$ cat src/hw/rtl/cals_pkg.sv
// Package for the conflict-aware list scheduler: widths, request/result
// structs and the minimum-search tree shared by the scheduling core.
// No dependencies.
package cals_pkg;

  localparam int Machines  = 8;
  localparam int Jobs      = 64;
  localparam int MachIdxW  = (Machines > 1) ? $clog2(Machines) : 1;
  localparam int MachCntW  = $clog2(Machines + 1);
  localparam int TreeN     = 2 ** MachIdxW;
  localparam int JobIdW    = 6;
  localparam int JobLenW   = 16;
  localparam int RowW      = 64;
  localparam int TimeW     = 32;
  localparam int MachineW  = 3;
  localparam int CfgW      = 4;

  localparam int InDataW   = JobIdW + JobLenW + RowW;
  localparam int InTdataW  = ((InDataW + 7) / 8) * 8;
  localparam int OutDataW  = MachineW + 4 * TimeW;
  localparam int OutTdataW = ((OutDataW + 7) / 8) * 8;

  localparam logic [TimeW-1:0]    TimeMax      = '1;
  localparam logic [CfgW-1:0]     CfgReset     = CfgW'(8);

  typedef struct packed {
    logic               first;
    logic [JobIdW-1:0]  id;
    logic [JobLenW-1:0] len;
    logic [RowW-1:0]    row;
  } job_t;

  typedef struct packed {
    logic [MachineW-1:0] machine;
    logic [TimeW-1:0]    start_time;
    logic [TimeW-1:0]    end_time;
    logic [TimeW-1:0]    makespan;
    logic [TimeW-1:0]    earliest_free;
  } result_t;

  typedef struct packed {
    logic                valid;
    logic [MachIdxW-1:0] idx;
    logic [TimeW-1:0]    val;
  } cand_t;

  // Pairwise tree; the lower index wins ties.
  function automatic cand_t min_tree(input logic [Machines-1:0] vld,
                                     input logic [Machines-1:0][TimeW-1:0] vals);
    cand_t lvl [TreeN];
    for (int i = 0; i < TreeN; i++) begin
      lvl[i].idx = MachIdxW'(i);
      if (i < Machines) begin
        lvl[i].valid = vld[i];
        lvl[i].val   = vals[i];
      end else begin
        lvl[i].valid = 1'b0;
        lvl[i].val   = TimeMax;
      end
    end
    for (int s = 1; s < TreeN; s = s * 2) begin
      for (int i = 0; i + s < TreeN; i = i + 2 * s) begin
        if (lvl[i+s].valid && (!lvl[i].valid || (lvl[i+s].val < lvl[i].val))) begin
          lvl[i] = lvl[i+s];
        end
      end
    end
    return lvl[0];
  endfunction

endpackage

$ cat src/hw/rtl/cals_core.sv
// Scheduling core: machine state, machine choice, conflict wait, timing
// and result formation for the job held in the input register.
// Depends on cals_pkg.
module cals_core
  import cals_pkg::*;
(
  input  logic            clk_i,
  input  logic            rst_ni,
  input  logic            fire_i,
  input  job_t            job_i,
  input  logic [CfgW-1:0] cfg_i,
  output result_t         res_o
);

  logic [Machines-1:0][TimeW-1:0]  finish_q, finish_d, eff_finish, inv_finish;
  logic [Machines-1:0][JobIdW-1:0] last_q, last_d, eff_last;
  logic [MachCntW-1:0]             filled_q, filled_d, eff_filled;
  logic [TimeW-1:0]                mkspan_q, mkspan_d, eff_mkspan;

  logic [MachCntW-1:0] act, used_old, used_new;
  logic                fill;
  logic [Machines-1:0] act_vld, hit, new_vld;
  cand_t               pick, cmax_inv, low_new;
  logic [MachIdxW-1:0] chosen;
  logic [TimeW-1:0]    base, cmax, start, end_t;
  logic [TimeW:0]      sum;

  always_comb begin
    if (cfg_i == '0) begin
      act = MachCntW'(1);
    end else if (32'(cfg_i) > Machines) begin
      act = MachCntW'(Machines);
    end else begin
      act = MachCntW'(cfg_i);
    end
  end

  always_comb begin
    if (job_i.first) begin
      eff_finish = '0;
      eff_last   = '0;
      eff_filled = '0;
      eff_mkspan = '0;
    end else begin
      eff_finish = finish_q;
      eff_last   = last_q;
      eff_filled = filled_q;
      eff_mkspan = mkspan_q;
    end
  end

  assign fill     = eff_filled < act;
  assign used_old = fill ? eff_filled : act;

  always_comb begin
    for (int m = 0; m < Machines; m++) begin
      act_vld[m]    = MachCntW'(m) < act;
      hit[m]        = (MachCntW'(m) < used_old) && (32'(eff_last[m]) < Jobs)
                      && job_i.row[eff_last[m]];
      inv_finish[m] = ~eff_finish[m];
    end
  end

  assign pick     = min_tree(act_vld, eff_finish);
  assign cmax_inv = min_tree(hit, inv_finish);
  assign cmax     = cmax_inv.valid ? ~cmax_inv.val : '0;

  assign chosen = fill ? MachIdxW'(eff_filled) : pick.idx;
  assign base   = fill ? '0 : pick.val;
  assign start  = (cmax > base) ? cmax : base;
  assign sum    = {1'b0, start} + (TimeW + 1)'(job_i.len);
  assign end_t  = sum[TimeW] ? TimeMax : sum[TimeW-1:0];

  always_comb begin
    finish_d = eff_finish;
    last_d   = eff_last;
    finish_d[chosen] = end_t;
    last_d[chosen]   = job_i.id;
  end

  assign filled_d = eff_filled + MachCntW'(fill);
  assign used_new = (filled_d < act) ? filled_d : act;
  assign mkspan_d = (end_t > eff_mkspan) ? end_t : eff_mkspan;

  always_comb begin
    for (int m = 0; m < Machines; m++) begin
      new_vld[m] = MachCntW'(m) < used_new;
    end
  end

  assign low_new = min_tree(new_vld, finish_d);

  assign res_o.machine       = MachineW'(chosen);
  assign res_o.start_time    = start;
  assign res_o.end_time      = end_t;
  assign res_o.makespan      = mkspan_d;
  assign res_o.earliest_free = low_new.valid ? low_new.val : TimeMax;

  always_ff @(posedge clk_i or negedge rst_ni) begin
    if (!rst_ni) begin
      finish_q <= '0;
      last_q   <= '0;
      filled_q <= '0;
      mkspan_q <= '0;
    end else if (fire_i) begin
      finish_q <= finish_d;
      last_q   <= last_d;
      filled_q <= filled_d;
      mkspan_q <= mkspan_d;
    end
  end

`ifndef SYNTH
  a_filled_range: assert property (@(posedge clk_i) disable iff (!rst_ni)
    32'(filled_q) <= Machines)
    else $error("fill count beyond machine count");
  a_chosen_active: assert property (@(posedge clk_i) disable iff (!rst_ni)
    fire_i |-> (MachCntW'(chosen) < act))
    else $error("job placed on inactive machine");
  a_end_after_start: assert property (@(posedge clk_i) disable iff (!rst_ni)
    fire_i |-> (end_t >= start))
    else $error("end time before start time");
  a_mkspan_grows: assert property (@(posedge clk_i) disable iff (!rst_ni)
    $past(fire_i) && !$past(job_i.first) |-> (mkspan_q >= $past(mkspan_q)))
    else $error("makespan decreased without a clear");
`endif

endmodule

$ cat src/hw/rtl/conflict_aware_list_scheduler.sv
// Top level of the conflict-aware list scheduler: input register, output
// register, stream handshakes and the machine-count register.
// Depends on cals_pkg and cals_core.
//
// Usage: jobs enter on the s_axis channel, one request per job; tuser
// carries the first-job flag, which clears all machine state before the
// job is placed. Each job yields exactly one result on m_axis: machine,
// start and end time, running makespan and earliest free time.
// The cfg channel writes the active machine count (0 acts as 1, values
// above the machine count act as the machine count); write it only while
// no job is in flight. cfg_ready_o is always high.
// A job held in the input register moves its result into the output register
// when it advances. Throughput: one job per cycle while the output is not
// stalled; the core between the two registers reads and updates machine state.
// Stalls: if m_axis_tready is low, the output register holds its result
// and one more job may wait in the input register; s_axis_tready drops
// only when both are full and the output is not taken.
// Reset: all machine state, the fill count and the makespan clear, the
// machine count returns to 8 and both registers empty.
module conflict_aware_list_scheduler
  import cals_pkg::*;
(
  input  logic                 clk_i,
  input  logic                 rst_ni,
  input  logic                 s_axis_tvalid,
  output logic                 s_axis_tready,
  // [5:0] job_id, [21:6] job_length, [85:22] conflict_row, rest zero
  input  logic [InTdataW-1:0]  s_axis_tdata,
  // [0] first_job
  input  logic                 s_axis_tuser,
  output logic                 m_axis_tvalid,
  input  logic                 m_axis_tready,
  // [2:0] machine, [34:3] start_time, [66:35] end_time,
  // [98:67] makespan, [130:99] earliest_free, rest zero
  output logic [OutTdataW-1:0] m_axis_tdata,
  input  logic                 cfg_valid_i,
  output logic                 cfg_ready_o,
  input  logic [CfgW-1:0]      cfg_data_i
);

  logic            in_valid_q, out_valid_q, advance;
  job_t            job_q;
  result_t         res, res_q;
  logic [CfgW-1:0] cfg_q;

  assign advance       = in_valid_q && (!out_valid_q || m_axis_tready);
  assign s_axis_tready = !in_valid_q || advance;
  assign cfg_ready_o   = 1'b1;

  always_ff @(posedge clk_i or negedge rst_ni) begin
    if (!rst_ni) begin
      in_valid_q  <= 1'b0;
      out_valid_q <= 1'b0;
      cfg_q       <= CfgReset;
    end else begin
      if (s_axis_tready) begin
        in_valid_q <= s_axis_tvalid;
      end
      if (advance) begin
        out_valid_q <= 1'b1;
      end else if (m_axis_tready) begin
        out_valid_q <= 1'b0;
      end
      if (cfg_valid_i) begin
        cfg_q <= cfg_data_i;
      end
    end
  end

  always_ff @(posedge clk_i) begin
    if (s_axis_tvalid && s_axis_tready) begin
      job_q.first <= s_axis_tuser;
      job_q.id    <= s_axis_tdata[JobIdW-1:0];
      job_q.len   <= s_axis_tdata[JobIdW +: JobLenW];
      job_q.row   <= s_axis_tdata[JobIdW+JobLenW +: RowW];
    end
    if (advance) begin
      res_q <= res;
    end
  end

  cals_core u_core (
    .clk_i  (clk_i),
    .rst_ni (rst_ni),
    .fire_i (advance),
    .job_i  (job_q),
    .cfg_i  (cfg_q),
    .res_o  (res)
  );

  assign m_axis_tvalid = out_valid_q;
  assign m_axis_tdata  = OutTdataW'({res_q.earliest_free, res_q.makespan, res_q.end_time,
                                     res_q.start_time, res_q.machine});

endmodule
$ cat config.mk
export PLATFORM = sky130hd
export DESIGN_NAME = conflict_aware_list_scheduler
export DESIGN_NICKNAME = d
export VERILOG_FILES = /design/src/hw/rtl/cals_pkg.sv /design/src/hw/rtl/cals_core.sv /design/src/hw/rtl/conflict_aware_list_scheduler.sv
export SDC_FILE = /design/constraint.sdc
export NUM_CORES = 2
export LEC_CHECK = 0
export ABC_AREA = 1
export BUFFER_PORTS_ARGS = -buffer_cell sky130_fd_sc_hd__buf_2
export CAP_MARGIN = 20
export CORE_MARGIN = 5
export CORE_UTILIZATION = 59
export CTS_CLUSTER_SIZE = 24
export DETAILED_ROUTE_END_ITERATION = 7
export PLACE_DENSITY = 0.77
export SYNTH_ARGS = -nofsm -noshare
export SYNTH_HDL_FRONTEND = slang
export SYNTH_SLANG_ARGS = --single-unit
$ cat constraint.sdc
create_clock -name clk_i -period 45.6 [get_ports clk_i]
set_clock_uncertainty 0.15 [all_clocks]
set_input_delay 9.12 -clock clk_i [delete_from_list [all_inputs] [get_ports clk_i]]
set_output_delay 9.12 -clock clk_i [all_outputs]
set_load 0.1 [all_outputs]
---- After elaboration in Yosys (flattened, before gate mapping) ----
Index checks and enable logic that the tools add are counted.
operators by class
  multiplexer cells ....................... 59
  reduce and logical (&&, ||, !) cells .... 80
  $add $sub $neg .......................... 2
  bitwise gates (word level) .............. 9
  order comparisons ....................... 60
operators with widths
  operator            count
  $mux 36             20
  $lt 32x32->1        21
  $not 32->32         9
  $bwmux 256          1
  $mux 256            1
  $mux 32             7
  $demux 32 s3        1
  $gt 32x32->1        2
  $lt 6x7->1 const B  8
  $bmux 1 s6          8
  $bwmux 48           1
  $lt 3x4->1 const A  12
  $mux 48             1
  $mux 35             1
  $add 32x16->33      1
  $logic_and 1x1->1   32
  $lt 1x4->1 const A  6
  $lt 2x4->1 const A  6
  $logic_not 1->1     23
  $logic_or 1x1->1    23
  $mux 4              5
  $demux 6 s3         1
  $mux 1              10
  $lt 4x4->1          2
  other kinds (8)     8
storage, ports and cells
  register bits ........................... 564
  output and inout port bits .............. 139

---- Logic depth before layout (Yosys ltp) ----
  word-level depth ........................ 38
  gate-level depth with buffers ........... 147
  depth with buffers taken out ............ 125

---- Cells and area by module ----
Synthesis repeated with hierarchy kept, for this count alone.
unflattened totals
  cell total of the unflattened synthesis .. 8159
  area total of the unflattened synthesis .. 54885.1 um2
by module, submodules not included
  module                         sequential area each (um2)  cells an instance  instances  area each (um2)
  cals_core                      8508.2                      7905               1          48039.8
  conflict_aware_list_scheduler  6697.7                      254                1          6845.3

---- Worst setup path before layout ----
Ideal clock, no wire load.
  path type ............................... reg-to-reg
  start ................................... register job_q[86] in the netlist's numbering
  end ..................................... register res_q (netlist bit m_axis_tdata[104]) (data pin)
  buffers on the path ..................... 23
  library setup time ...................... 0.272 ns
  data required time ...................... 45.178 ns
  stages on the path, launching flop included .. 133
  slack ................................... 26.169 ns
  data arrival time ....................... 19.009 ns
  cell sequence ........................... edfxtp_1 -> buf_6 -> inv_4 -> buf_6 -> buf_6 -> buf_6 -> clkbuf_1 -> clkbuf_1 -> clkbuf_1 -> clkbuf_1 -> buf_1 -> nand2_1 -> ha_1 -> nand2_1 -> nor2_1 -> o21ai_1 -> nand2_1 -> nand2_1 -> [... 97 more ...] -> nand2_2 -> inv_1 -> clkbuf_1 -> nand2_1 -> o21ai_0 -> inv_1 -> ha_1 -> a21oi_1 -> o21ai_0 -> nand3_1 -> nand2_1 -> nand2_1 -> a21oi_1 -> a2111oi_0 -> nand2_2 -> buf_6 -> nand2_1 -> nand3_1
RTL lines
  element                 RTL line                             source
  start: declaration      conflict_aware_list_scheduler.sv:42  job_t job_q;
  end signal: assignment  conflict_aware_list_scheduler.sv:78  res_q <= res;
  end: declaration        conflict_aware_list_scheduler.sv:43  result_t res, res_q;

==> impl_metrics.prom <==
# TYPE chip_impl_metric gauge
chip_impl_info{name="status",value="completed"} 1
chip_impl_metric{name="flip_flop_and_latch_count_after_synthesis",unit=""} 564
chip_impl_metric{name="adder_cell_share_of_the_synthesized_area",unit="%"} 17.01
chip_impl_info{name="r2r-start",value="job_q[86]$_DFFE_PP_"} 1
chip_impl_metric{name="postCtsSetupBuffers",unit=""} 0
chip_impl_info{name="clockRootBuffer",value="clkbuf_16"} 1
chip_impl_info{name="critPathSlowestCell",value="a2111oi_2"} 1
chip_impl_info{name="worstReg2RegEnd",value="m_axis_tdata[102]$_SDFFCE_PN1P_"} 1
chip_impl_info{name="mostFrequentLayoutCell",value="nand2_1"} 1
chip_impl_metric{name="finalHoldViolations",unit=""} 0
chip_impl_metric{name="seq_area_frac_synth",unit="%"} 27.84
chip_impl_metric{name="fp-row-count",unit=""} 111
chip_impl_metric{name="period_minus_slack",unit="ps"} 29560
chip_impl_metric{name="cts.hold.buffers_added",unit=""} 0
chip_impl_metric{name="worst_hold_slack",unit="ps"} 329.7
chip_impl_metric{name="via_density_per_instance",unit=""} 6.117
chip_impl_metric{name="worst-slew-pin-transition",unit="ps"} 1323
chip_impl_metric{name="finalSetupViolCount",unit=""} 0
chip_impl_metric{name="hpwlAfterDp",unit="mm"} 153.1
chip_impl_metric{name="port_buffers",unit=""} 228
chip_impl_metric{name="core_area",unit="mm2"} 0.09180
chip_impl_metric{name="final.period_utilization",unit="%"} 64.82
chip_impl_metric{name="detailed_route_wire_length",unit="mm"} 200.6
chip_impl_metric{name="clkTransAtPathRegs",unit="ps"} 60
chip_impl_metric{name="grt_max_degree",unit=""} 126
chip_impl_metric{name="synthXorXnorAreaFrac",unit="%"} 0.3688
chip_impl_metric{name="cts-buffers-inserted",unit=""} 69
chip_impl_metric{name="starting_density_of_the_core",unit="%"} 59.50
chip_impl_metric{name="post_synth_num_cell_types",unit=""} 58
chip_impl_metric{name="ys.warnings.count",unit=""} 0
chip_impl_metric{name="wl_per_cell",unit="um"} 21.54
chip_impl_metric{name="h-tree-depth",unit=""} 3
chip_impl_info{name="unrepaired_setup_endpoints_after_global_routing",value="no"} 1
chip_impl_metric{name="max-cap-violations",unit=""} 0
chip_impl_metric{name="cpPeakStageDelay",unit="ps"} 880
chip_impl_metric{name="postSynth.asyncResetShare",unit="%"} 61.35
chip_impl_metric{name="synth-edff-count",unit=""} 218
chip_impl_metric{name="antenna_found_initial",unit=""} 2
chip_impl_metric{name="antenna_violating_nets_post_route",unit=""} 0
chip_impl_metric{name="synth.mux.area_fraction",unit="%"} 0
chip_impl_metric{name="simple_gate_share_of_the_synthesized_area",unit="%"} 27.02
chip_impl_metric{name="slew_headroom",unit="%"} 10.90
chip_impl_metric{name="dr.pass1.iters",unit=""} 6
chip_impl_metric{name="chipHeight",unit="um"} 314.3
chip_impl_info{name="synth-main-ff-cell",value="dfrtp_1"} 1
chip_impl_info{name="timing_worst_setup_path_type",value="flip-flop to flip-flop"} 1
chip_impl_metric{name="rr_worst_depth",unit=""} 105
chip_impl_metric{name="grt_overflow",unit=""} 0
chip_impl_metric{name="final.fill_count",unit=""} 8391
chip_impl_metric{name="drive_gt1_share",unit="%"} 6.420
chip_impl_metric{name="grt_pass1_wl",unit="mm"} 300.9
chip_impl_info{name="path_common_cell",value="nand2_1"} 1
chip_impl_metric{name="grt.total_usage",unit="%"} 39.18
chip_impl_metric{name="worst_ep_required",unit="ps"} 45740
chip_impl_info{name="layout.cells.most_common_list",value="nand2_1, o21ai_0, ha_1"} 1
chip_impl_info{name="endpoint",value="m_axis_tdata[102]$_SDFFCE_PN1P_"} 1
chip_impl_metric{name="num_io_pins",unit=""} 237
chip_impl_metric{name="cts_num_sinks",unit=""} 564
chip_impl_metric{name="drc_errors",unit=""} 0
chip_impl_metric{name="grt_pass1_vias",unit=""} 51499
chip_impl_metric{name="synth.cell_area",unit="mm2"} 0.05462
chip_impl_metric{name="dr.first_iter.drc_count",unit=""} 7214
chip_impl_info{name="startpoint_type_of_the_worst_setup_path",value="flip-flop"} 1
chip_impl_metric{name="synth_compound_area_share",unit="%"} 19.27
chip_impl_info{name="timing.hold.worst.class",value="flip-flop to flip-flop"} 1
chip_impl_metric{name="dr_total_vias",unit=""} 56967
chip_impl_metric{name="globalplace.congestion",unit=""} 1.042
chip_impl_metric{name="synthToLayoutAreaGrowth",unit="%"} 7.177
chip_impl_metric{name="regToRegSetupSlack",unit="ps"} 16040
chip_impl_metric{name="syn_inst",unit=""} 8066
chip_impl_metric{name="die_x",unit="um"} 314.3
chip_impl_metric{name="die-area",unit="mm2"} 0.09876
chip_impl_metric{name="clkLatencyLatePin",unit="ps"} 680
chip_impl_info{name="timing.critical_path.to_type",value="flip-flop"} 1
chip_impl_metric{name="setup-tns-final",unit="ps"} 0
chip_impl_metric{name="number_of_pins_exceeding_their_max_slew_limit_in_the_final_report",unit=""} 0
chip_impl_info{name="crit_path_from",value="job_q[86]$_DFFE_PP_"} 1
chip_impl_metric{name="fin_nets",unit=""} 8853
chip_impl_metric{name="critical_path_peak_fanout",unit=""} 103
chip_impl_metric{name="cts_buffer_depth",unit=""} 3
chip_impl_metric{name="post_synth.cell_area_avg",unit="um2"} 6.771
chip_impl_info{name="synth_top_family_by_area",value="simple AND/OR/NAND/NOR gates"} 1
chip_impl_info{name="tritoncts_clock_tree",value="built"} 1
chip_impl_metric{name="maxClockFrequency",unit="MHz"} 33.83
chip_impl_metric{name="crit_arrival",unit="ps"} 29700
chip_impl_metric{name="cts_resized",unit=""} 0
## critical path, delay by kind of cell, from the launching register on
family	cells	cell delay, ps
and+or+nand+nor	54	10990
AOI/OAI and AO/OA	24	7810
buffers and inverters	18	6730
adders and majority gates	9	2960
DFF	1	370
## cells in the mapped netlist (15+ instances only)
| master | instances | area, um2 |
|---|---|---|
| nand2_1 | 2479 | 9305 |
| o21ai_0 | 1281 | 6411 |
| ha_1 | 741 | 9271 |
| inv_1 | 686 | 2575 |
| nand3_1 | 592 | 2963 |
| a21oi_1 | 481 | 2407 |
| dfrtp_1 | 345 | 8633 |
| nor2_1 | 309 | 1160 |
| clkbuf_1 | 292 | 1096 |
| edfxtp_1 | 218 | 6546 |
| buf_2 | 79 | 395.4 |
| o211ai_1 | 71 | 533.0 |
| nand4_1 | 65 | 406.6 |
| a211oi_1 | 51 | 382.9 |
| buf_1 | 40 | 150.1 |
| o21ai_1 | 39 | 195.2 |
| nand3b_1 | 32 | 240.2 |
| nor3_1 | 26 | 130.1 |
| inv_2 | 24 | 90.09 |
| nor4_1 | 19 | 118.9 |
| o221ai_1 | 19 | 166.4 |
| nand2_2 | 18 | 112.6 |
| xor2_1 | 18 | 157.7 |
| buf_4 | 15 | 112.6 |
## kinds of logic after synthesis
| logic type | after synthesis |
|---|---|
| flip-flops | 564 |
| XOR/XNOR | 23 |
| adder cells (fa/ha/maj) | 742 |
| buffers and inverters | 1163 |
| AO/OA/AOI/OAI | 1992 |
| other | 2 |
| AND/OR/NAND/NOR | 3580 |
## metrics by stage
| step | utilization, % | instances | instance area [um2] | worst slack, ps |
|---|---|---|---|---|
| floorplan | - | 8070 | 54630 | 26170 |
| global placement | 61.13 | 9183 | 56120 | 17690 |
| detailed placement | 61.13 | 9183 | 56120 | 17370 |
| CTS | 63.73 | 9310 | 58500 | 17230 |
| global route | 63.76 | 9312 | 58540 | 14390 |
| finish | 63.77 | 9313 | 58540 | 16040 |
## final cells by class
type                       instances  area [um2]  area share, %
tap                             1243        1555          2.657
inverter                         722        2726          4.657
clock buffer                      97        1956          3.341
clock inverter                    30       426.7         0.7289
multi-input combinational       6343       34860          59.55
sequential                       564       15210          25.98
timing repair buffer             313        1808          3.089
antenna                            1       2.502       0.004275
## how the worst min path moves through the flow
| stage | start | endpoint | slack, ps | cells past startpoint |
|---|---|---|---|---|
| floorplan | u_core.filled_q[1]$_DFFE_PN0P_ | u_core.filled_q[1]$_DFFE_PN0P_ | 300 | 2 |
| global placement | u_core.finish_q[63]$_DFFE_PN0P_ | u_core.finish_q[63]$_DFFE_PN0P_ | 310 | 2 |
| detailed placement | u_core.finish_q[44]$_DFFE_PN0P_ | u_core.finish_q[44]$_DFFE_PN0P_ | 320 | 2 |
| CTS | u_core.finish_q[41]$_DFFE_PN0P_ | u_core.finish_q[41]$_DFFE_PN0P_ | 330 | 2 |
| global route | u_core.finish_q[172]$_DFFE_PN0P_ | u_core.finish_q[172]$_DFFE_PN0P_ | 350 | 2 |
| finish | u_core.finish_q[56]$_DFFE_PN0P_ | u_core.finish_q[56]$_DFFE_PN0P_ | 330 | 2 |
## metal layers
layer | global-route usage (%) | wire length, um | up-vias
li1 | - | - | 27066
met5 | 0 | 0 | -
met4 | 28.65 | 18660 | 0
met1 | 49.05 | 76120 | 26091
met2 | 60.95 | 86100 | 3079
met3 | 6.958 | 19760 | 731
## registers in the layout, indices dropped and copies added, names as in the netlist
register         cells
m_axis_tdata       131
u_core.finish_q    256
in_valid_q           1
m_axis_tvalid        1
job_q               87
u_core.mkspan_q     32
u_core.last_q       48
u_core.filled_q      4
cfg_q                4
Power is left out: the tool's default activity adds up to more than one toggle a clock period on the data nets, which glitch-free logic cannot reach.
